===== config.mk =====
export PLATFORM = sky130hd
export DESIGN_NAME = partition_fit_allocator_core_flat
export DESIGN_NICKNAME = d
export VERILOG_FILES = /design/src/sv/pfa_pkg.sv /design/src/sv/pfa_if.sv /design/src/sv/pfa_ctrl.sv /design/src/sv/pfa_datapath.sv /design/src/sv/partition_fit_allocator_core.sv /design/src/flat_wrapper.sv
export SDC_FILE = /design/constraint.sdc
export NUM_CORES = 1
export LEC_CHECK = 0
export BUFFER_PORTS_ARGS = -buffer_cell sky130_fd_sc_hd__buf_2
export CORE_MARGIN = 5
export CORE_UTILIZATION = 35
export DETAILED_ROUTE_END_ITERATION = 7
export PLACE_DENSITY = 0.51
export SYNTH_ARGS = -nofsm -noshare
export SYNTH_HDL_FRONTEND = slang
export SYNTH_SLANG_ARGS = --single-unit

===== constraint.sdc =====
create_clock -name clk -period 5.2 [get_ports clk]
set_clock_uncertainty 0.1 [all_clocks]
set_input_delay 0.52 -clock clk [delete_from_list [all_inputs] [get_ports clk]]
set_output_delay 0.52 -clock clk [all_outputs]
set_load 0.02 [all_outputs]

===== src/sv/pfa_pkg.sv =====
// ----------------------------------------------------------------------------
// pfa_pkg
// Shared widths, action and mode codes, register indexes and the command and
// status structs that join the allocator controller and datapath.
// ----------------------------------------------------------------------------
`default_nettype none

package pfa_pkg;

	// Field widths of the item, result and configuration channels.
	localparam int ACTION_W      = 2;
	localparam int SLOT_INDEX_W  = 4;
	localparam int AMOUNT_W      = 16;
	localparam int SLOT_NUMBER_W = 5;
	localparam int LEFT_OVER_W   = 16;
	localparam int FIT_MODE_W    = 2;
	localparam int SLOT_COUNT_W  = 5;
	localparam int CFG_INDEX_W   = 1;
	localparam int CFG_DATA_W    = 5;

	// Item actions.
	localparam logic [ACTION_W-1:0] ACT_LOAD    = 2'd0;
	localparam logic [ACTION_W-1:0] ACT_ALLOC   = 2'd1;
	localparam logic [ACTION_W-1:0] ACT_RESTORE = 2'd2;

	// Placement modes; any other code behaves as first fit.
	localparam logic [FIT_MODE_W-1:0] MODE_FIRST = 2'd0;
	localparam logic [FIT_MODE_W-1:0] MODE_BEST  = 2'd1;
	localparam logic [FIT_MODE_W-1:0] MODE_WORST = 2'd2;

	// Configuration register indexes.
	localparam logic [CFG_INDEX_W-1:0] REG_FIT_MODE   = 1'd0;
	localparam logic [CFG_INDEX_W-1:0] REG_SLOT_COUNT = 1'd1;

	// Commands from the controller to the datapath.
	typedef struct packed {
		logic capture;   // latch the accepted item, clear scan state
		logic rd_issue;  // read the slot at the scan counter, advance it
		logic finish;    // commit the item's write and load the result
	} pfa_cmd_t;

	// Status from the datapath to the controller.
	typedef struct packed {
		logic used_zero; // no slots in use
		logic last;      // scan counter sits on the last slot to visit
		logic out_free;  // result register can take a new result
	} pfa_status_t;

endpackage

`default_nettype wire


===== src/sv/pfa_if.sv =====
// ----------------------------------------------------------------------------
// pfa_if
// Valid/ready channels for allocator items and allocator results.
// ----------------------------------------------------------------------------
`default_nettype none

interface pfa_item_if;
	logic                               valid;
	logic                               ready;
	logic [pfa_pkg::ACTION_W-1:0]       action;
	logic [pfa_pkg::SLOT_INDEX_W-1:0]   slot_index;
	logic [pfa_pkg::AMOUNT_W-1:0]       amount;

	modport source (output valid, action, slot_index, amount, input ready);
	modport sink (input valid, action, slot_index, amount, output ready);
endinterface

interface pfa_result_if;
	logic                               valid;
	logic                               ready;
	logic [pfa_pkg::SLOT_NUMBER_W-1:0]  slot_number;
	logic [pfa_pkg::LEFT_OVER_W-1:0]    left_over;

	modport source (output valid, slot_number, left_over, input ready);
	modport sink (input valid, slot_number, left_over, output ready);
endinterface

`default_nettype wire


===== src/sv/pfa_ctrl.sv =====
// ----------------------------------------------------------------------------
// pfa_ctrl
// Controller of the allocator: accepts one item at a time, steps the slot
// scan and commits the item once the result register is free.
// ----------------------------------------------------------------------------
`default_nettype none

module pfa_ctrl (
	input  wire logic                         clk,
	input  wire logic                         arst_n,
	input  wire logic                         req_valid,
	output logic                              req_ready,
	input  wire logic [pfa_pkg::ACTION_W-1:0] action,
	input  wire pfa_pkg::pfa_status_t         status,
	output pfa_pkg::pfa_cmd_t                 cmd
);
	import pfa_pkg::*;

	localparam logic [1:0] S_IDLE  = 2'd0;
	localparam logic [1:0] S_SCAN  = 2'd1;
	localparam logic [1:0] S_DRAIN = 2'd2;
	localparam logic [1:0] S_FIN   = 2'd3;

	logic [1:0] state_q;
	logic [1:0] state_next;
	logic       accept;

	assign req_ready = (state_q == S_IDLE);
	assign accept    = req_valid && req_ready;

	// Next state and commands.
	always_comb begin
		state_next   = state_q;
		cmd.capture  = 1'b0;
		cmd.rd_issue = 1'b0;
		cmd.finish   = 1'b0;
		unique case (state_q)
			S_IDLE: begin
				if (accept) begin
					cmd.capture = 1'b1;
					if (action == ACT_RESTORE ||
						(action == ACT_ALLOC && !status.used_zero)) begin
						state_next = S_SCAN;
					end else begin
						state_next = S_FIN;
					end
				end
			end
			S_SCAN: begin
				cmd.rd_issue = 1'b1;
				if (status.last) begin
					state_next = S_DRAIN;
				end
			end
			S_DRAIN: begin
				// The last slot read is evaluated in this cycle.
				state_next = S_FIN;
			end
			S_FIN: begin
				if (status.out_free) begin
					cmd.finish = 1'b1;
					state_next = S_IDLE;
				end
			end
			default: begin
				state_next = S_IDLE;
			end
		endcase
	end

	always_ff @(posedge clk or negedge arst_n) begin
		if (!arst_n) begin
			state_q <= S_IDLE;
		end else begin
			state_q <= state_next;
		end
	end

endmodule

`default_nettype wire


===== src/sv/pfa_datapath.sv =====
// ----------------------------------------------------------------------------
// pfa_datapath
// Slot tables, configuration registers, scan counter, fit compare and the
// result register of the allocator.
// ----------------------------------------------------------------------------
`default_nettype none

module pfa_datapath #(
	parameter int SLOTS     = 16,
	parameter int SIZE_BITS = 16
) (
	input  wire logic                                clk,
	input  wire logic                                arst_n,
	input  wire pfa_pkg::pfa_cmd_t                   cmd,
	output pfa_pkg::pfa_status_t                     status,
	input  wire logic                                cfg_write,
	input  wire logic [pfa_pkg::CFG_INDEX_W-1:0]     cfg_index,
	input  wire logic [pfa_pkg::CFG_DATA_W-1:0]      cfg_data,
	input  wire logic [pfa_pkg::ACTION_W-1:0]        action,
	input  wire logic [pfa_pkg::SLOT_INDEX_W-1:0]    slot_index,
	input  wire logic [pfa_pkg::AMOUNT_W-1:0]        amount,
	output logic                                     resp_valid,
	input  wire logic                                resp_ready,
	output logic [pfa_pkg::SLOT_NUMBER_W-1:0]        slot_number,
	output logic [pfa_pkg::LEFT_OVER_W-1:0]          left_over
);
	import pfa_pkg::*;

	localparam int IDX_W = (SLOTS > 1) ? $clog2(SLOTS) : 1;
	localparam int CNT_W = $clog2(SLOTS + 1);

	// Configuration registers.
	logic [FIT_MODE_W-1:0]   fit_mode_q;
	logic [SLOT_COUNT_W-1:0] slot_count_q;

	// Captured item.
	logic [ACTION_W-1:0]     action_q;
	logic [SLOT_INDEX_W-1:0] slot_index_q;
	logic [SIZE_BITS-1:0]    amount_q;

	// Slot tables with per-entry written flags; unwritten entries read as zero.
	logic [SIZE_BITS-1:0] rem_mem  [SLOTS];
	logic [SIZE_BITS-1:0] orig_mem [SLOTS];
	logic [SLOTS-1:0]     rem_vld_q;
	logic [SLOTS-1:0]     orig_vld_q;

	// Scan counter and read stage.
	logic [CNT_W-1:0]     cnt_q;
	logic [IDX_W-1:0]     rd_addr;
	logic                 rd_vld_s1;
	logic [IDX_W-1:0]     rd_idx_s1;
	logic [SIZE_BITS-1:0] rem_rd_s1;
	logic [SIZE_BITS-1:0] orig_rd_s1;
	logic                 rem_hit_s1;
	logic                 orig_hit_s1;

	// Best candidate so far.
	logic                 found_q;
	logic [IDX_W-1:0]     pick_q;
	logic [SIZE_BITS-1:0] best_q;

	// Result register.
	logic                     out_valid_q;
	logic [SLOT_NUMBER_W-1:0] slot_number_q;
	logic [LEFT_OVER_W-1:0]   left_over_q;

	logic [CNT_W-1:0]     used;
	logic [CNT_W-1:0]     limit;
	logic [SIZE_BITS-1:0] space;
	logic [SIZE_BITS-1:0] orig_val;
	logic                 take;
	logic                 load_ok;
	logic                 alloc_hit;
	logic                 rem_we;
	logic [IDX_W-1:0]     rem_wa;
	logic [SIZE_BITS-1:0] rem_wd;
	logic                 orig_we;
	logic [IDX_W-1:0]     load_addr;

	// Configuration writes.
	always_ff @(posedge clk or negedge arst_n) begin
		if (!arst_n) begin
			fit_mode_q   <= MODE_FIRST;
			slot_count_q <= '0;
		end else if (cfg_write) begin
			unique case (cfg_index)
				REG_FIT_MODE:   fit_mode_q   <= cfg_data[FIT_MODE_W-1:0];
				REG_SLOT_COUNT: slot_count_q <= cfg_data[SLOT_COUNT_W-1:0];
				default: begin
				end
			endcase
		end
	end

	// Slots in use, clamped to the table size, and the scan limit.
	always_comb begin
		if (32'(slot_count_q) > SLOTS) begin
			used = CNT_W'(SLOTS);
		end else begin
			used = CNT_W'(slot_count_q);
		end
		limit = (action_q == ACT_RESTORE) ? CNT_W'(SLOTS) : used;
	end

	assign status.used_zero = (used == '0);
	assign status.last      = (cnt_q == CNT_W'(limit - 1'b1));
	assign status.out_free  = !out_valid_q || resp_ready;

	// Item capture and scan counter.
	always_ff @(posedge clk) begin
		if (cmd.capture) begin
			action_q     <= action;
			slot_index_q <= slot_index;
			amount_q     <= SIZE_BITS'(amount);
		end
	end

	always_ff @(posedge clk or negedge arst_n) begin
		if (!arst_n) begin
			cnt_q     <= '0;
			rd_vld_s1 <= 1'b0;
		end else begin
			rd_vld_s1 <= cmd.rd_issue;
			if (cmd.capture) begin
				cnt_q <= '0;
			end else if (cmd.rd_issue) begin
				cnt_q <= cnt_q + 1'b1;
			end
		end
	end

	assign rd_addr = cnt_q[IDX_W-1:0];

	// Registered table reads.
	always_ff @(posedge clk) begin
		rd_idx_s1   <= rd_addr;
		rem_rd_s1   <= rem_mem[rd_addr];
		orig_rd_s1  <= orig_mem[rd_addr];
		rem_hit_s1  <= rem_vld_q[rd_addr];
		orig_hit_s1 <= orig_vld_q[rd_addr];
	end

	assign space    = rem_hit_s1 ? rem_rd_s1 : '0;
	assign orig_val = orig_hit_s1 ? orig_rd_s1 : '0;

	// Fit compare; ties keep the earlier, lower slot.
	always_comb begin
		take = 1'b0;
		if (rd_vld_s1 && action_q == ACT_ALLOC && space >= amount_q) begin
			if (!found_q) begin
				take = 1'b1;
			end else begin
				case (fit_mode_q)
					MODE_BEST:  take = (space < best_q);
					MODE_WORST: take = (space > best_q);
					default:    take = 1'b0;
				endcase
			end
		end
	end

	always_ff @(posedge clk or negedge arst_n) begin
		if (!arst_n) begin
			found_q <= 1'b0;
		end else if (cmd.capture) begin
			found_q <= 1'b0;
		end else if (take) begin
			found_q <= 1'b1;
		end
	end

	always_ff @(posedge clk) begin
		if (take) begin
			pick_q <= rd_idx_s1;
			best_q <= space;
		end
	end

	// Table write selection: commit at finish, or copy during a restore sweep.
	assign load_ok   = (32'(slot_index_q) < SLOTS);
	assign load_addr = IDX_W'(slot_index_q);
	assign alloc_hit = (action_q == ACT_ALLOC) && found_q;

	always_comb begin
		rem_we  = 1'b0;
		rem_wa  = rd_idx_s1;
		rem_wd  = orig_val;
		orig_we = 1'b0;
		if (cmd.finish && alloc_hit) begin
			rem_we = 1'b1;
			rem_wa = pick_q;
			rem_wd = best_q - amount_q;
		end else if (cmd.finish && action_q == ACT_LOAD && load_ok) begin
			rem_we  = 1'b1;
			rem_wa  = load_addr;
			rem_wd  = amount_q;
			orig_we = 1'b1;
		end else if (rd_vld_s1 && action_q == ACT_RESTORE) begin
			rem_we = 1'b1;
		end
	end

	always_ff @(posedge clk) begin
		if (rem_we) begin
			rem_mem[rem_wa] <= rem_wd;
		end
		if (orig_we) begin
			orig_mem[load_addr] <= amount_q;
		end
	end

	always_ff @(posedge clk or negedge arst_n) begin
		if (!arst_n) begin
			rem_vld_q  <= '0;
			orig_vld_q <= '0;
		end else begin
			if (rem_we) begin
				rem_vld_q[rem_wa] <= 1'b1;
			end
			if (orig_we) begin
				orig_vld_q[load_addr] <= 1'b1;
			end
		end
	end

	// Result register.
	always_ff @(posedge clk or negedge arst_n) begin
		if (!arst_n) begin
			out_valid_q <= 1'b0;
		end else if (cmd.finish) begin
			out_valid_q <= 1'b1;
		end else if (resp_ready) begin
			out_valid_q <= 1'b0;
		end
	end

	always_ff @(posedge clk) begin
		if (cmd.finish) begin
			if (alloc_hit) begin
				slot_number_q <= SLOT_NUMBER_W'(32'(pick_q) + 32'd1);
				left_over_q   <= LEFT_OVER_W'(best_q - amount_q);
			end else begin
				slot_number_q <= '0;
				left_over_q   <= '0;
			end
		end
	end

	assign resp_valid  = out_valid_q;
	assign slot_number = slot_number_q;
	assign left_over   = left_over_q;

endmodule

`default_nettype wire


===== src/sv/partition_fit_allocator_core.sv =====
// An allocate scans the slots in use, where used is slot_count clamped to SLOTS,
// one slot per cycle through the table read port; a restore sweeps all SLOTS slots.
// A load, another action or an allocate with no slots in use skips the scan. Each item
// finishes once the result register is free; one item is in work at a time.
// Reset clears configuration, control state and written flags; all slots read as zero.
// ----------------------------------------------------------------------------
// partition_fit_allocator_core
// Fixed-partition allocator with first-, best- and worst-fit placement.
// ----------------------------------------------------------------------------
`default_nettype none

module partition_fit_allocator_core #(
	parameter int SLOTS     = 16,
	parameter int SIZE_BITS = 16
) (
	input  wire logic                            clk,
	input  wire logic                            arst_n,
	input  wire logic                            cfg_write,
	input  wire logic [pfa_pkg::CFG_INDEX_W-1:0] cfg_index,
	input  wire logic [pfa_pkg::CFG_DATA_W-1:0]  cfg_data,
	pfa_item_if.sink                             request,
	pfa_result_if.source                         response
);
	import pfa_pkg::*;

	pfa_cmd_t    cmd;
	pfa_status_t status;

	pfa_ctrl u_ctrl (
		.clk       (clk),
		.arst_n    (arst_n),
		.req_valid (request.valid),
		.req_ready (request.ready),
		.action    (request.action),
		.status    (status),
		.cmd       (cmd)
	);

	pfa_datapath #(
		.SLOTS     (SLOTS),
		.SIZE_BITS (SIZE_BITS)
	) u_datapath (
		.clk         (clk),
		.arst_n      (arst_n),
		.cmd         (cmd),
		.status      (status),
		.cfg_write   (cfg_write),
		.cfg_index   (cfg_index),
		.cfg_data    (cfg_data),
		.action      (request.action),
		.slot_index  (request.slot_index),
		.amount      (request.amount),
		.resp_valid  (response.valid),
		.resp_ready  (response.ready),
		.slot_number (response.slot_number),
		.left_over   (response.left_over)
	);

endmodule

`default_nettype wire


===== src/flat_wrapper.sv =====
// flat-port wrapper written by rule: the top's interface ports become plain ports
module partition_fit_allocator_core_flat import pfa_pkg::*;
#(
	parameter int SLOTS     = 16,
	parameter int SIZE_BITS = 16
)
  (clk, arst_n, cfg_write, cfg_index, cfg_data, request_valid, request_action, request_slot_index, request_amount, request_ready, response_valid, response_slot_number, response_left_over, response_ready);
  pfa_item_if request_i ();
  pfa_result_if response_i ();
  input  wire logic clk;
  input  wire logic arst_n;
  input  wire logic cfg_write;
  input  wire logic [pfa_pkg::CFG_INDEX_W-1:0] cfg_index;
  input  wire logic [pfa_pkg::CFG_DATA_W-1:0] cfg_data;
  input wire logic [$bits(request_i.valid)-1:0] request_valid;
  input wire logic [$bits(request_i.action)-1:0] request_action;
  input wire logic [$bits(request_i.slot_index)-1:0] request_slot_index;
  input wire logic [$bits(request_i.amount)-1:0] request_amount;
  output wire logic [$bits(request_i.ready)-1:0] request_ready;
  output wire logic [$bits(response_i.valid)-1:0] response_valid;
  output wire logic [$bits(response_i.slot_number)-1:0] response_slot_number;
  output wire logic [$bits(response_i.left_over)-1:0] response_left_over;
  input wire logic [$bits(response_i.ready)-1:0] response_ready;
  assign request_i.valid = request_valid;
  assign request_i.action = request_action;
  assign request_i.slot_index = request_slot_index;
  assign request_i.amount = request_amount;
  assign request_ready = request_i.ready;
  assign response_valid = response_i.valid;
  assign response_slot_number = response_i.slot_number;
  assign response_left_over = response_i.left_over;
  assign response_i.ready = response_ready;
  partition_fit_allocator_core #(.SLOTS(SLOTS), .SIZE_BITS(SIZE_BITS)) u_core (.clk(clk), .arst_n(arst_n), .cfg_write(cfg_write), .cfg_index(cfg_index), .cfg_data(cfg_data), .request(request_i), .response(response_i));
endmodule

Yosys cells after proc, flatten, opt, wreduce, memory -nomap -nowiden

Memories as Yosys holds them, arrays and structs flattened. A register that Yosys moved wholly into a read port is not among the register bits.
Cells that the tools add are included.

Memories: 2
Logic and storage cells: 117
Output and inout port bits: 23
Register bits: 118
Input port bits: 33
Memory bits (writable): 512

Bitwise gates (word level): 3
Reduce and logical (&&, ||, !) cells: 23
Equality and inequality tests: 13
$lt $le $gt $ge: 9
$add $sub $neg: 4
Mux-type cells: 44

Memories:

| name                       | depth | bits a word | rd ports | clocked after Yosys merged registers in | write ports | line               | source |
|---|---|---|---|---|---|---|---|
| u_core.u_datapath.orig_mem | 16    | 16          | 1        | 1                                       | 1           | pfa_datapath.sv:43 | `logic [SIZE_BITS-1:0] orig_mem [SLOTS];` |
| u_core.u_datapath.rem_mem  | 16    | 16          | 1        | 1                                       | 1           | pfa_datapath.sv:42 | `logic [SIZE_BITS-1:0] rem_mem [SLOTS];` |

Operators with widths:

| kind                                                                                | count |
|---|---|
| 16-bit 2-to-1 mux                                                                   | 4 |
| 16-bit OR                                                                           | 2 |
| 1-bit 2-to-1 mux                                                                    | 24 |
| 5-bit 2-to-1 mux                                                                    | 4 |
| 16-bit greater-or-equal comparator                                                  | 1 |
| 16-bit > comparator                                                                 | 1 |
| 16-bit less-than comparator                                                         | 1 |
| 16-bit subtractor                                                                   | 1 |
| 4-bit by 5-bit less-than comparator with 1-bit output, second input constant        | 3 |
| 2-bit == test, second input constant                                                | 5 |
| 1-bit logical AND                                                                   | 10 |
| 1-bit binary-select mux with 4-bit select                                           | 2 |
| 1-bit demux with 4-bit select                                                       | 2 |
| 2-bit by 1-bit == test with 1-bit output, second input constant                     | 4 |
| 4-bit by 1-bit greater-or-equal comparator with 1-bit output, second input constant | 2 |
| 2-bit 2-to-1 mux                                                                    | 4 |
| 4-bit 2-to-1 mux                                                                    | 2 |
| 2-bit case mux with 4 select lines                                                  | 1 |
| 2-bit by 1-bit != test with 1-bit output, second input constant                     | 3 |
| 2-bit nonzero test                                                                  | 3 |
| 4-bit by 1-bit adder with 5-bit output, second input constant                       | 1 |
| 5-bit by 1-bit adder with 5-bit output, second input constant                       | 1 |
| 5-bit == test                                                                       | 1 |
| 5-bit > comparator, second input constant                                           | 1 |
| other kinds (9)                                                                     | 13 |

Longest topological paths before layout

Gate-level depths: netlist of run 1.

Depth in word-level cells: 12
Depth in mapped cells: 11
Depth with buffers taken out: 11

By module

Synthesis of run 1 repeated with hierarchy kept, for this count alone.

Cells, all modules: 1,394
Area, all modules: 26,666.8 um^2

By module, submodules not included:

| module       | cells each | instances | sequential area each (um^2) | area an instance (um^2) |
|---|---|---|---|---|
| pfa_datapath | 1,372      | 1         | 19,203.4                    | 26,461.6 |
| pfa_ctrl     | 22         | 1         | 50.0                        | 205.2 |

Least setup slack after synthesis of run 1

Ideal clock, no wire load.

Kind: reg-to-reg
From: reg u_core.u_datapath.rem_hit_s1
To: reg u_core.u_datapath.best_q[0], enable pin
Arrival: 3.158 ns
Data required time: 4.691 ns
Setup time: 0.409 ns
Stages on the path, launching flop included: 12
Path buffers: 2
Setup slack: 1.533 ns
Clock period less this slack: 3.667 ns
Cells stage by stage: dfxtp_1 buf_2 clkbuf_1 nand2_1 ha_1 nand2b_1 a21oi_1 maj3_1 nor4b_1 o41ai_1 a21oi_1 a31oi_1

Cells in the longest elaborated chain, start to end: 5
Elaborated cells between the ends (all ways): 8
Those cells by class: 3 x order compare; 4 x mux; 1 x reduce/logical

Ends and longest elaborated chain:

| what                                                               | line                                     | source |
|---|---|---|
| start: declaration                                                 | pfa_datapath.sv:54                       | `logic rem_hit_s1;` |
| start signal: assignment                                           | pfa_datapath.sv:139                      | `rem_hit_s1 <= rem_vld_q[rd_addr];` |
| 16-bit 2-to-1 mux (*)                                              | pfa_datapath.sv:143                      | `assign space = rem_hit_s1 ? rem_rd_s1 : '0;` |
| 16-bit > comparator or 16-bit less-than comparator (tied branches) | pfa_datapath.sv:155, pfa_datapath.sv:154 |  |
| 1-bit case mux with 2 select lines                                 | pfa_datapath.sv:153                      | `case (fit_mode_q)` |
| 1-bit 2-to-1 mux                                                   | pfa_datapath.sv:150                      | `if (!found_q) begin` |
| 1-bit 2-to-1 mux (*)                                               | pfa_datapath.sv:149                      | `if (rd_vld_s1 && action_q == ACT_ALLOC && space >= amount_q) begin` |
| named net u_core.u_datapath.take                                   | pfa_datapath.sv:71                       | `logic take;` |
| end signal: assignment                                             | pfa_datapath.sv:175                      | `best_q <= space;` |
| end: declaration                                                   | pfa_datapath.sv:60                       | `logic [SIZE_BITS-1:0] best_q;` |

The timed path passes the listed nets; every way through them passes the cells marked *.
A chain may end at the register's enable or synchronous reset.

Worst setup path in the final report of run 1

From: reg u_core.u_datapath.amount_q[7]
To: mem u_core.u_datapath.rem_mem[2][11], data pin

Cells in the longest elaborated chain, start to end: 2

Ends and longest elaborated chain:

| what                                   | line                | source |
|---|---|---|
| start: declaration                     | pfa_datapath.sv:39  | `logic [SIZE_BITS-1:0] amount_q;` |
| start signal: assignment               | pfa_datapath.sv:114 | `amount_q <= SIZE_BITS'(amount);` |
| 16-bit subtractor                      | pfa_datapath.sv:192 | `rem_wd = best_q - amount_q;` |
| 16-bit 2-to-1 mux                      | pfa_datapath.sv:189 | `if (cmd.finish && alloc_hit) begin` |
| named net u_core.u_datapath.rem_wd[11] | pfa_datapath.sv:76  | `logic [SIZE_BITS-1:0] rem_wd;` |
| end: declaration                       | pfa_datapath.sv:42  |  |

The timed path passes the listed nets, and every way through them passes these cells.

==> run summary, run 1 <==
Post-DRT Antenna Nets - 0
Tmin final - 3.83 ns
Synth Instances - 1364
Share of cells above drive strength 1 - 29.5%
Peak supply drop - 0.281 mV
Fin. Hold Viols - 0
Worst-case clock buffer depth - 3
Slew HR - 12.6%
Net switching fraction of the power - 28.0%
Ys async rst share - 7.40%
Hold Crit Depth - 1
Worst Hold End - u_core.u_datapath.amount_q[6]
Register share of total power - 44.4%
Worst Reg-to-Reg Cells - 8
EDFF count, synth - 575
I/O Pins - 56
Slew of the pin with the lowest slew margin - 1.31 ns
Synth Net Count - 1451
Yosys top cell area share - 65.1%
DRT Pass-1 Iters - 5
Drt total wl - 64300 microns
Status - finished clean
Fmax achieved - 261 MHz
Critical path type - reg -> reg
FILL cells - 6689
Routed WL per cell - 25.3 microns
Synth area leaders - edfxtp_1 65%, mux4_2 14%, dfrtp_1 4.6%
Seq cells post-synth - 662
Top FF cell, synth - edfxtp_1
Period utilization - 73.6%
Dpl ws - 1.43 ns
Worst R2R Setup Slack - 1.37 ns
First-pass GRT wire length - 94800 microns
Pleak - 10.4 nW
Gr ovfl total - 0
# DRC - 0
Die height - 285 microns
Post-Syn Area per Cell - 19.5 sq um
Pint - 11.4 mW
Ys Warns - 0
# setup viols final - 0
Area occupied by registers - 19300 sq um
Post-Syn Area - 26500 sq um
Antenna violations before repair - 1
Clock power share - 32.7%
Initial Util - 35.1%
Reg-to-Reg Start - u_core.u_datapath.amount_q[7]
Gate power share - 23.0%
Area Overhead vs Synth - 16.1%
Max cap viols - 0
TritonCTS clock tree - done
Clock Latency Late Sink - 0.60 ns
Core Util, Final - 40.8%
Footprint of the multi-input gates - 6920 sq um
TritonCTS buffer count - 71
Hold_sp - request_amount[6]
CP Launch Type - flop
Req. time, crit path - 5.32 ns
Pin count of the biggest net entering global routing - 71
H-tree levels - 3
Clock sink count - 662
Post-synthesis sequential area ratio - 72.5%
PortBufs - 55
Core Box Area - 75600 sq um
Number of diodes - 0
Die width - 285 microns
Die area - 81400 sq um
DRT iter0 DRCs - 1057
Nets@finish - 1588
Min-delay worst type - in -> reg
Rows - 101
Synth area leader - edfxtp_1
Setup TNS - 0 ns
PnR worst setup slack - 1.37 ns
RePlAce Congestion - 0.797
Tot GR Track Use - 15.8%
Worst r2r dst - u_core.u_datapath.rem_mem[2][11]
Via density - 5.23
Clk root buf - clkbuf_16
Crit-path max FO - 18
Vias in the first global route - 13776
Yosys cell types - 63
Worst EP arrival - 3.94 ns
Cell area power density - 512 nW/um^2
Crit end category - flop
Slew Viols, Final - 0
Dpl hpwl - 37500 microns
Clock transition at the registers of the reported paths - 0.06 ns
Resized cells post-CTS - 0
Vias - 13274
Setup repair after global routing missed its margin - no
P_sw - 4.42 mW
[metrics by stage]
step / power, mW / instances / area, sq um / hold WS [ns]
2_1_floorplan: 9.59 / 1364 / 26500 / 0.124
3_3_place_gp: 10.8 / 2391 / 28300 / 0.337
3_5_place_dp: 10.8 / 2391 / 28300 / 0.319
4_1_cts: 16.0 / 2535 / 30800 / 0.00499
5_1_grt: 16.5 / 2536 / 30800 / 0.00805
6_report: 15.8 / 2536 / 30800 / 0.0359
[flip-flops by register name (all words and copies together) (netlist names), 5 cells and up]
| signal | count |
|---|---|
| u_core.u_datapath.amount_q | 16 |
| u_core.u_datapath.orig_rd_s1 | 16 |
| u_core.u_datapath.cnt_q | 5 |
| u_core.u_datapath.rem_rd_s1 | 16 |
| u_core.u_datapath.slot_number | 5 |
| u_core.u_datapath.left_over | 16 |
| u_core.u_datapath.rem_vld_q | 16 |
| u_core.u_datapath.orig_vld_q | 16 |
| u_core.u_datapath.orig_mem | 256 |
| u_core.u_datapath.best_q | 16 |
| u_core.u_datapath.slot_count_q | 5 |
| u_core.u_datapath.rem_mem | 256 |
[per-layer routing]
metal | track usage (%) | part of all wire (%)
met1 | 23.3 | 47
met2 | 24.5 | 46
met3 | 2.63 | 5.0
met4 | 3.93 | 1.8
met5 | 0 | 0
[critical path: stages (launching register included)]
cell and delay, ns:
edfxtp_1 0.72, inv_1 0.20, ha_1 0.49, nand4_1 0.24
o21a_1 0.22, o21ai_0 0.16, nor2_1 0.15, xor2_1 0.18
o221ai_1 0.97
[how the worst max path moves through the flow]
| stage | start | endpoint | slack, ns | cells after the start |
|---|---|---|---|---|
| final | u_core.u_datapath.amount_q[7] | u_core.u_datapath.rem_mem[2][11] | 1.37 | 8 |
| after global routing | u_core.u_datapath.amount_q[7] | u_core.u_datapath.rem_mem[3][11] | 1.08 | 8 |
| after CTS | u_core.u_datapath.amount_q[4] | u_core.u_datapath.rem_mem[3][11] | 1.36 | 7 |
| after detailed placement | u_core.u_datapath.amount_q[4] | u_core.u_datapath.rem_mem[0][11] | 1.43 | 7 |
| after global placement | u_core.u_datapath.amount_q[4] | u_core.u_datapath.rem_mem[0][11] | 1.60 | 7 |
| after floorplan | u_core.u_datapath.rem_hit_s1 | u_core.u_datapath.best_q[0] | 1.53 | 11 |
[layout make-up]
type	count	area share, %
multi-input combinational	598	22.5
clock buffer	91	6.24
inverter	46	0.560
tap	978	3.97
sequential	662	62.5
clock inverter	39	1.51
timing repair buffer	122	2.72
[layout by cell type (no fill, tap or decap), types with 17 or more instances in the layout]
master and count:
o21ai_0 18, nor2_1 45, nor2_2 21, dfrtp_1 45, edfxtp_1 575, dfxtp_1 38, a21oi_1 21, o21bai_1 17
nand2_1 41, inv_1 46, buf_2 55, ha_1 53, clkbuf_16 72, mux4_2 170, buf_4 51
[synth_stat cells, types with 17 or more instances]
library cell,number
buf_2,20
clkbuf_1,20
a21oi_1,21
o21bai_1,17
nand2_1,41
mux4_2,170
ha_1,53
dfrtp_1,49
edfxtp_1,575
o21ai_0,21
inv_1,46
nor2_1,70
dfxtp_1,38
[what timing repair did]
action                    in CTS  in global routing
hold endpoints to repair      62                  0
hold buffers                  14                  0
setup buffers                  0                  0
[power by group through the flow]
stage / Clock, mW / Combinational (mW) / Sequential (mW)
detailed placement: 0 / 3.68 / 7.11
finish: 5.15 / 3.62 / 6.99
global placement: 0 / 3.65 / 7.11
floorplan: 0 / 2.74 / 6.85
global route: 5.52 / 3.93 / 7.06
CTS: 5.29 / 3.69 / 7.01
[cell families (layout without fill, tap and decap cells)]
family	Yosys count	in the layout	share of synthesized area, %
adders and majority gates	56	56	2.65
xor gates and xnor gates	25	25	0.825
DFF	662	662	72.5
buffers and inverters	104	298	1.88
and+or+nand+nor	213	213	3.98
muxes	179	179	14.8
AOI/OAI and AO/OA	125	125	3.34
No activity file was read; power rests on OpenSTA's default activity.
==> run 2: changes to the inputs <==
--- a/config.mk
+++ b/config.mk
@@ -9,7 +9,7 @@
 export CORE_MARGIN = 5
 export CORE_UTILIZATION = 35
 export DETAILED_ROUTE_END_ITERATION = 7
-export PLACE_DENSITY = 0.51
+export PLACE_DENSITY = 0.52
 export SYNTH_ARGS = -nofsm -noshare
 export SYNTH_HDL_FRONTEND = slang
 export SYNTH_SLANG_ARGS = --single-unit
==> constraint.sdc (replaced) <==
create_clock -name clk -period 3.3 [get_ports clk]
set_clock_uncertainty 0.1 [all_clocks]
set_input_delay 0.33 -clock clk [delete_from_list [all_inputs] [get_ports clk]]
set_output_delay 0.33 -clock clk [all_outputs]
set_load 0.02 [all_outputs]
==> run summary, run 2 (synthesis gave the netlist of run 1 again) <==
Drt total wl - 66400 microns (+3.3%)
I/O Pins - 56 (unchanged)
Tmin final - 3.20 ns (-0.632 ns)
Vias in the first global route - 14113 (+2.4%)
Rows - 101 (unchanged)
Initial Util - 35.1% (unchanged)
Clk root buf - clkbuf_16
Dpl hpwl - 42000 microns (+12%)
Crit-path max FO - 16 (-2)
First-pass GRT wire length - 97400 microns (+2.7%)
Dpl ws - -0.122 ns (-1.56 ns)
PnR worst setup slack - 0.105 ns (-1.27 ns)
Core Box Area - 75600 sq um (unchanged)
Max cap viols - 0 (unchanged)
Antenna violations before repair - 4 (+3)
Req. time, crit path - 3.52 ns (-1.80 ns)
Hold slack - 0.0988 ns (+0.0629 ns)
Slew of the pin with the lowest slew margin - 0.932 ns (-0.380 ns)
DRT Pass-1 Iters - 5 (unchanged)
Worst-case clock buffer depth - 3 (unchanged)
Pin count of the biggest net entering global routing - 41 (-42%)
DRT iter0 DRCs - 1086 (+2.7%)
RePlAce Congestion - 0.877 (+10%)
Gr ovfl total - 0 (unchanged)
Share of cells above drive strength 1 - 32.1% (+2.6 points)
Post-DRT Antenna Nets - 0 (unchanged)
TritonCTS buffer count - 70 (-1.4%)
Area Overhead vs Synth - 20.1%
Min-delay worst type - in -> reg
Most frequent cells in the layout - 575 x edfxtp_1, 170 x mux4_2, 104 x buf_4
Via density - 5.18 (-1.1%)
Nets@finish - 1685 (+6.1%)
Clock Latency Late Sink - 0.60 ns (about the same)
H-tree levels - 3 (unchanged)
# DRC - 0 (unchanged)
Post-CTS setup repair buffer count - 0 (unchanged)
Die height - 285 microns (unchanged)
Slew Viols, Final - 0 (unchanged)
Peak supply drop - 0.432 mV (+54%)
Period utilization - 96.8% (+23 points)
Tot GR Track Use - 16.3% (+0.51 points)
Largest registers - u_core.u_datapath.orig_mem (256), u_core.u_datapath.rem_mem (256)
Worst path cell trace - buf_4 -> inv_1 -> ha_1 -> a21o_1 -> a21oi_2 -> nand2_1 -> a31oi_1 -> xor2_1 -> o21ai_0 -> buf_4
Crit end category - flop
TritonCTS clock tree - done
Status - finished clean
Worst EP arrival - 3.41 ns (-0.53 ns)
Die width - 285 microns (unchanged)
Fmax achieved - 313 MHz (+20%)
Pleak - 10.9 nW (+4.9%)
CP dominant cell by count - buf_4
# setup viols final - 0 (unchanged)
Cell area power density - 790 nW/um^2 (+54%)
Slowest cell on the critical path - xor2_1
Crit path largest cell delay - 0.52 ns (-0.45 ns)
Most common cell after layout, fill and taps aside - edfxtp_1
CP Launch Type - flop
Clock sink count - 662 (unchanged)
Die area - 81400 sq um (unchanged)
Slew HR - 37.9% (+25 points)
Critical path type - reg -> reg
Fin. Hold Viols - 0 (unchanged)
Clock transition at the registers of the reported paths - 0.06 ns (about the same)
Routed WL per cell - 25.2 microns (-0.55%)
PortBufs - 55 (unchanged)
Vias - 13627 (+2.7%)
[run 2: cell count changes in the layout (fill, tap and decap cells not counted), moves of 12 or more]
cell / before / now
buf_4: 51 / 104
buf_12: 2 / 29
dlygate4sd3_1: 14 / 32
clkinv_2: 15 / 1
clkbuf_1: 14 / 26
[run 2: power breakdown]
group,switching [mW],internal (mW),total (mW)
Sequential,0.613,10.3,10.9
Combinational,3.30,3.09,6.39
Clock,3.16,4.78,7.94
Total,7.07,18.1,25.2
[run 2: worst paths after layout]
kind                                                start                                end  slack, ns  cells past startpoint
min in group asynchronous                          arst_n  u_core.u_datapath.slot_count_q[3]       0.31                      2
max in group asynchronous                          arst_n     u_core.u_datapath.rem_vld_q[1]       1.97                      3
hold / removal                              request_valid           u_core.u_ctrl.state_q[1]        0.1                      3
setup reg to reg            u_core.u_datapath.amount_q[3]   u_core.u_datapath.rem_mem[13][7]       0.10                     10
setup / recovery            u_core.u_datapath.amount_q[3]   u_core.u_datapath.rem_mem[13][7]       0.10                     10
hold reg to reg            u_core.u_datapath.rd_idx_s1[3]        u_core.u_datapath.pick_q[3]       0.34                      0
[run 2: final cells by class]
class                           instances  area (sq um)
Fill cell                            6647         43700
Sequential cell                       662         19300
Multi-Input combinational cell        598          6930
Clock buffer                          108          2060
Timing Repair Buffer                  220          1960
Tap cell                              978          1220
Clock inverter                         20           274
Inverter                               46           173
Antenna cell                            1          2.50
[run 2: critical path, delay by kind of cell, from the launching register on]
kind	cells	cell delay, ns
compound gates	4	0.93
xor+xnor	1	0.52
fa+ha+maj	1	0.36
simple gates	1	0.14
flops	1	0.33
buf+inv	3	0.53
[run 2: what timing repair did]
item,CTS,global route
hold endpoints to repair,64,0
resized for setup,2,4
setup endpoints to repair,32,68
hold buffers,32,0
[run 2: through the flow]
| step | setup TNS [ns] | instance area [sq um] | power (mW) | utilization (%) | cells |
|---|---|---|---|---|---|
| 5_1_grt | -0.0973 | 31900 | 26.4 | 42.2 | 2633 |
| 3_3_place_gp | 0 | 29200 | 17.4 | 38.6 | 2472 |
| 2_1_floorplan | 0 | 26500 | 15.1 | - | 1364 |
| 3_5_place_dp | -3.79 | 29200 | 17.5 | 38.6 | 2472 |
| 6_report | 0 | 31900 | 25.2 | 42.2 | 2633 |
| 4_1_cts | 0 | 31900 | 25.5 | 42.2 | 2632 |
[run 2: metal layers]
layer | track usage (%) | wire [microns] | vias to the layer above
li1 | - | - | 5964
met5 | 0 | 0 | -
met2 | 26.2 | 31800 | 373
met3 | 4.04 | 4340 | 77
met1 | 22.7 | 29300 | 7213
met4 | 3.30 | 909 | 0
==> run 3: changes to the inputs <==
--- a/config.mk
+++ b/config.mk
@@ -5,7 +5,7 @@
 export SDC_FILE = /design/constraint.sdc
 export NUM_CORES = 1
 export LEC_CHECK = 0
-export BUFFER_PORTS_ARGS = -buffer_cell sky130_fd_sc_hd__buf_2
+export BUFFER_PORTS_ARGS = -buffer_cell sky130_fd_sc_hd__clkbuf_2
 export CORE_MARGIN = 5
 export CORE_UTILIZATION = 35
 export DETAILED_ROUTE_END_ITERATION = 7
==> run summary, run 3 (synthesis gave the netlist of run 1 again) <==
# setup viols final - 0 (unchanged)
Clk root buf - clkbuf_16
H-tree levels - 3 (unchanged)
Clock Latency Late Sink - 0.60 ns (about the same)
TritonCTS clock tree - done
Routed WL per cell - 25.5 microns (+1.1%)
Total Power - 25.2 mW (-0.12%)
Critical path type - reg -> reg
Drt total wl - 66900 microns (+0.87%)
Most common cell after layout, fill and taps aside - edfxtp_1
Die height - 285 microns (unchanged)
DRT Pass-1 Iters - 5 (unchanged)
Vias in the first global route - 14159 (+0.33%)
Die width - 285 microns (unchanged)
Antenna violations before repair - 5 (+1)
Core Box Area - 75600 sq um (unchanged)
Max cap viols - 0 (unchanged)
Slew of the pin with the lowest slew margin - 1.11 ns (+0.178 ns)
Largest registers - u_core.u_datapath.orig_mem (256), u_core.u_datapath.rem_mem (256)
Setup TNS - 0 ns (unchanged)
Area Overhead vs Synth - 19.7%
TritonCTS buffer count - 71 (+1.4%)
Post-DRT Antenna Nets - 0 (unchanged)
Min-delay worst type - in -> reg
Worst-case clock buffer depth - 3 (unchanged)
Pleak - 10.9 nW (-0.19%)
Dpl hpwl - 42500 microns (+1.2%)
Worst EP arrival - 3.30 ns (-0.11 ns)
# DRC - 0 (unchanged)
Pin count of the biggest net entering global routing - 38 (-7.3%)
First-pass GRT wire length - 98200 microns (+0.86%)
I/O Pins - 56 (unchanged)
Rows - 101 (unchanged)
Setup repair after global routing missed its margin - no
Placed cells - 2461 (-0.44%)
Most frequent cells in the layout - 575 x edfxtp_1, 170 x mux4_2, 101 x buf_4
Req. time, crit path - 3.49 ns (-0.03 ns)
CP Launch Type - flop
Fmax achieved - 322 MHz (+2.9%)
Via density - 5.17 (about the same)
Design area - 31800 sq um (-0.38%)
RePlAce Congestion - 0.909 (+3.7%)
Peak supply drop - 0.397 mV (-8.0%)
Clock transition at the registers of the reported paths - 0.06 ns (about the same)
Vias - 13595 (-0.23%)
Fin. Hold Viols - 0 (unchanged)
Final Non-Filler Cells - 2628 (-0.19%)
Initial Util - 35.1% (unchanged)
Die area - 81400 sq um (unchanged)
Tmin final - 3.10 ns (-0.0909 ns)
Post-placement cell area - 29000 sq um (-0.59%)
Crit-path max FO - 20 (+4)
Slew Viols, Final - 0 (unchanged)
Share of cells above drive strength 1 - 32.2% (+0.12 points)
Crit end category - flop
Clock sink count - 662 (unchanged)
DRT iter0 DRCs - 998 (-8.1%)
PortBufs - 55 (unchanged)
Nets@finish - 1677 (-0.47%)
Status - finished clean
Tot GR Track Use - 16.5% (+0.23 points)
Cell area power density - 792 nW/um^2 (+0.26%)
Gr ovfl total - 0 (unchanged)
Slew HR - 25.5% (-12 points)
Period utilization - 94.1% (-2.8 points)
Core Util, Final - 42.0% (-0.16 points)
-- run 3: changes by cell type in the layout (fill, tap and decap cells not counted), moves of 2 or more --
cell / delta
bufinv_16: +2
buf_4: -3
clkbuf_8: -5
clkbuf_1: -9
buf_12: -7
clkinvlp_4: +2
buf_2: -55
clkbuf_2: +55
clkinv_2: +12
-- run 3: cell type report --
cell class / count / area (sq um)
Clock buffer: 95 / 1980
Multi-Input combinational cell: 598 / 6910
Clock inverter: 36 / 402
Tap cell: 978 / 1220
Timing Repair Buffer: 211 / 1800
Fill cell: 6642 / 43800
Sequential cell: 662 / 19300
Inverter: 46 / 173
Antenna cell: 2 / 5.00
-- run 3: timing repair --
item,4_1_cts,5_1_grt
gates resized for setup,1,2
hold buffers,33,0
setup endpoints to repair,16,80
setup buffers,0,1
endpoints found under the hold margin,63,0
-- run 3: metal layers --
metal | up-vias | global-route usage [%] | share of wire (%)
met5 | - | 0 | 0.030
met4 | 2 | 4.08 | 2.0
met3 | 87 | 3.73 | 6.1
met2 | 378 | 25.6 | 46
met1 | 7183 | 23.8 | 46
li1 | 5945 | - | -
-- run 3: final timing paths --
path	start	to	slack (ns)	depth (start not counted)
min in group asynchronous	arst_n	u_core.u_datapath.slot_count_q[2]	0.31	2
hold reg to reg	u_core.u_datapath.rd_idx_s1[3]	u_core.u_datapath.pick_q[3]	0.34	0
max in group asynchronous	arst_n	u_core.u_datapath.rem_vld_q[7]	1.96	3
setup reg to reg	u_core.u_datapath.amount_q[0]	u_core.u_datapath.best_q[7]	0.20	10
hold / removal	cfg_write	u_core.u_datapath.slot_count_q[4]	0.1	3
setup / recovery	u_core.u_datapath.amount_q[0]	u_core.u_datapath.best_q[7]	0.20	10
-- run 3: metrics by stage --
step	setup WS [ns]	hold slack (ns)
CTS	0.0272	0.0696
global placement	0.0391	0.312
detailed placement	-0.0574	0.318
floorplan	0.0181	-0.0656
global route	0.0138	0.109
finish	0.195	0.0958
-- run 3: power by group --
group / leakage, nW / total, mW / switching (mW) / internal, mW
registers: 6.20 / 10.9 / 0.648 / 10.3
clock network: 1.16 / 8.07 / 3.20 / 4.87
logic: 3.55 / 6.19 / 3.23 / 2.96
total: 10.9 / 25.2 / 7.08 / 18.1
-- run 3: worst max-delay path: stages, from the launching register on --
cell      delay [ns]
edfxtp_1        0.42
buf_4           0.18
ha_1            0.26
nand2b_1        0.09
a21oi_1         0.06
maj3_1          0.37
nor4b_1         0.17
o41ai_1         0.52
a21oi_1         0.18
a31oi_2         0.23
buf_12          0.21
